===== src/rtl/core/rsmk_pkg.sv =====
// Shared types, codes and helpers for the record sort core.
`default_nettype none

package rsmk_pkg;

  localparam int IdW    = 30;
  localparam int NameW  = 64;
  localparam int ScoreW = 8;
  localparam int TotalW = 10;
  localparam int AvgW   = 8;
  localparam int PosW   = 6;
  localparam int InDataW  = 184;
  localparam int OutDataW = 208;

  // Reciprocal of three in 11 fraction bits; exact floor for totals up to 765.
  localparam logic [10:0] RecipThree = 11'd683;

  typedef struct packed {
    logic [ScoreW-1:0] score_c;
    logic [ScoreW-1:0] score_b;
    logic [ScoreW-1:0] score_a;
    logic [NameW-1:0]  name_tail;
    logic [NameW-1:0]  name_head;
    logic [IdW-1:0]    student_id;
  } rec_t;

  typedef enum logic [1:0] {
    MODE_NONE  = 2'd0,
    MODE_ID    = 2'd1,
    MODE_NAME  = 2'd2,
    MODE_TOTAL = 2'd3
  } sort_mode_t;

  typedef enum logic [2:0] {
    ST_IDLE,
    ST_PIV_RD,
    ST_PIV_LD,
    ST_SWEEP,
    ST_WB,
    ST_EMIT_RD,
    ST_EMIT_LD,
    ST_EMIT_OUT
  } state_t;

  function automatic logic [TotalW-1:0] score_sum(rec_t r);
    return TotalW'(r.score_a) + TotalW'(r.score_b) + TotalW'(r.score_c);
  endfunction

  function automatic logic [AvgW-1:0] div_three(logic [TotalW-1:0] tot);
    logic [20:0] prod;
    prod = 21'(tot) * 21'(RecipThree);
    return prod[18:11];
  endfunction

endpackage

`default_nettype wire


===== src/rtl/core/rsmk_order.sv =====
// Key compare: flags when the held record must move behind the fetched one.
`default_nettype none

module rsmk_order (
  input  wire rsmk_pkg::sort_mode_t mode,
  input  wire rsmk_pkg::rec_t       rec_a,
  input  wire rsmk_pkg::rec_t       rec_b,
  output logic                      swap
);
  import rsmk_pkg::*;

  logic [TotalW-1:0] total_a;
  logic [TotalW-1:0] total_b;

  assign total_a = score_sum(rec_a);
  assign total_b = score_sum(rec_b);

  always_comb begin
    case (mode)
      MODE_ID:    swap = rec_a.student_id > rec_b.student_id;
      // head then tail as one big-endian number
      MODE_NAME:  swap = {rec_a.name_head, rec_a.name_tail} >
                         {rec_b.name_head, rec_b.name_tail};
      MODE_TOTAL: swap = total_a < total_b;
      default:    swap = 1'b0;
    endcase
  end

endmodule

`default_nettype wire


===== config.mk =====
export PLATFORM = sky130hd
export DESIGN_NAME = rsmk_order
export DESIGN_NICKNAME = d
export VERILOG_FILES = /design/src/rtl/core/rsmk_pkg.sv /design/src/rtl/core/rsmk_order.sv
export SDC_FILE = /design/constraint.sdc
export NUM_CORES = 1
export LEC_CHECK = 0
export ABC_AREA = 1
export ABC_CLOCK_PERIOD_IN_PS = 5600
export BUFFER_PORTS_ARGS = -buffer_cell sky130_fd_sc_hd__buf_2
export CAP_MARGIN = 20
export CORE_AREA = 2 2 143 145
export DETAILED_ROUTE_END_ITERATION = 7
export DIE_AREA = 0 0 145 147
export SLEW_MARGIN = 30
export SYNTH_ARGS = -nofsm -noshare
export SYNTH_HDL_FRONTEND = slang
export SYNTH_SLANG_ARGS = --single-unit
export TNS_END_PERCENT = 5

===== constraint.sdc =====
create_clock -name vclk -period 5.6
set_input_delay 1.4 -clock vclk [all_inputs]
set_output_delay 1.4 -clock vclk [all_outputs]
set_load 0.1 [all_outputs]

==> summary.txt <==
cell-internal power: 365 uW
Highest Signal Layer: met4
placed cell count: 1456
fraction of layout cells with a size suffix above 1: 35.7%
register area: 0 um^2
final hold violation count: 0
fmax: 0.169 GHz
buffers added on ports: 367
Seq cells: 0
pwr/cell area: 96.6 nW/um^2
first-pass GRT wire length: 27300 um
RSZ-0062 raised after global routing: true
# setup viols final: 1
Total Die Area: 21300 um^2
clock buffers: 0
fin area: 7760 um^2
Hold Path End: swap
post-synth top area cell: ha_1
area share of the largest cell type after synthesis: 42.2%
HP Class: in2out
chip width: 145 um
vias in the first global route: 6038
WS Path Type: in2out
fin util: 39.1%
max-slew violations: 0
Final Critical Period: 5.93 ns
DR DRC count: 0
DR WL/cell: 11.8 um
1st-iter DRT viols: 126
CTS Hold Bufs: 0
most frequent cells after synthesis: 215 x inv_1, 181 x ha_1, 146 x nand2_1, 89 x a21oi_1, 37 x nor2_1
post-DP HPWL: 16700 um
Mapped Cells: 805
placement row count: 52
top cells by area, synth: ha_1 42%, inv_1 15%, nand2_1 10%
routed wl met2: 8350 um
final worst-path cycle share: 106%
Die Ht: 147 um
Final WS setup: -0.331 ns
n_diodes: 0
CP max FO: 2
Lkg Pwr: 5.05 nW
Yosys warnings: 0
worst min-delay path startpoint: mode[0]
Area Growth Syn to Fin: 44.4%
Final ANT Viol Nets: 0
Clk pwr share: 0%
pin count of the biggest net entering global routing: 5
register area share after synthesis: 0%
non-filler cells, final: 1459
total power: 749 uW
cell with the most instances after synthesis: inv_1
met1 WL: 7770 um
area of the core: 19800 um^2
Congestion Overflow GR: 0
detailed-route via count: 6211
Slew Limit Headroom: 73.2%
pre-CTS setup slack: -0.348 ns
Required @ worst endpoint: 4.20 ns
combinational fraction of design power: 100.0%
Slew @ Worst Pin: 0.398 ns
met3 routed WL: 906 um
Max Cap Violations: 0
status: complete, but fails checks
CP Capture Type: primary output
starting density of the core: 27.1%
WL final: 17300 um
synth unique cells: 37
element type at the critical path start: input port
setup total negative slack: -0.331 ns
Fillers: 2115
switching power: 384 uW
Sw Share: 51.3%
failing checks: negative setup slack
Post-Syn Area: 5370 um^2
DRT Pass-1 Iters: 4
WHS: 3.23 ns
placer congestion estimate: 0.853
Syn Nets: 1370
initial antenna violation count: 0
# IOs: 367
Flop pwr share: 0%
vias per std cell: 4.26
NumNets Final: 1756
Synth Area per Inst: 6.67 um^2
Post-Place Cell Area: 7690 um^2
worst hold path stage count: 4
GRT Overall Usage: 15.3%
Peak supply drop: 0.0555 mV
Critical Path AT: 4.53 ns
[worst max-delay path, cell delays in order]
cell and delay, ns:
buf_6 0.07, inv_2 0.03, fa_1 0.47, inv_1 0.09, ha_2 0.19, inv_2 0.04
fa_2 0.39, o21ai_2 0.19, a21oi_2 0.08, o21ai_2 0.14, inv_1 0.05, nor2_1 0.10
o21ai_1 0.08, ha_1 0.33, nand2_2 0.11, nor2_4 0.04, o211a_1 0.12, a211oi_2 0.19
nand3_2 0.13, nand3_4 0.08, buf_12 0.18
[worst max-delay path by stage]
stage	startpoint	to	depth (start not counted)
floorplan	rec_b[159]	swap	18
global placement	rec_b[159]	swap	20
detailed placement	rec_b[159]	swap	20
CTS	rec_b[159]	swap	20
global route	rec_b[175]	swap	21
finish	rec_b[175]	swap	21
[cells in the final DEF, fill, tap and decap left out, types with 3 or more instances in the layout]
master	count
nand4_1	11
o21ai_0	15
a21oi_1	86
nand3_1	15
nand2_1	145
xor2_1	10
inv_1	212
fa_1	16
o21a_1	8
nor2_1	36
nor4_1	4
a21oi_2	6
nor3_1	4
buf_2	365
nand3_2	3
inv_2	8
nand2_2	4
buf_4	17
ha_1	179
o21ai_1	10
[kinds of logic after synthesis]
| group | Yosys count | share of synthesized area, % |
|---|---|---|
| XOR/XNOR | 12 | 1.96 |
| adder cells (fa/ha/maj) | 199 | 48.9 |
| AO/OA/AOI/OAI | 138 | 14.0 |
| buffers and inverters | 221 | 15.4 |
| AND/OR/NAND/NOR | 235 | 19.7 |
[area by class of cell]
cell class         count  area, um^2  share of cell area, %
multi-input cells    584        4600                   59.3
repair buffers       384        1990                   25.6
inverters            221         830                   10.7
well taps            270         338                   4.36
[power groups by stage]
stage          registers [mW]  logic (mW)  clock network, mW
5_1_grt                     0       0.871                  0
2_1_floorplan               0       0.433                  0
3_3_place_gp                0       0.706                  0
4_1_cts                     0       0.731                  0
6_report                    0       0.749                  0
3_5_place_dp                0       0.718                  0
[layer usage]
layer	vias to the layer above	track usage, %
li1	3364	-
met3	20	1.43
met4	0	1.83
met2	201	28.4
met1	2626	19.7
met5	-	0
[what timing repair did]
| action | CTS | global route |
|---|---|---|
| resized for setup | 3 | 13 |
| buffers inserted | 1 | 2 |
| pin swaps | 4 | 15 |
| cloned | 0 | 0 |
| setup endpoints to repair | 1 | 1 |
Note: power is estimated with default switching activity, not from simulation.
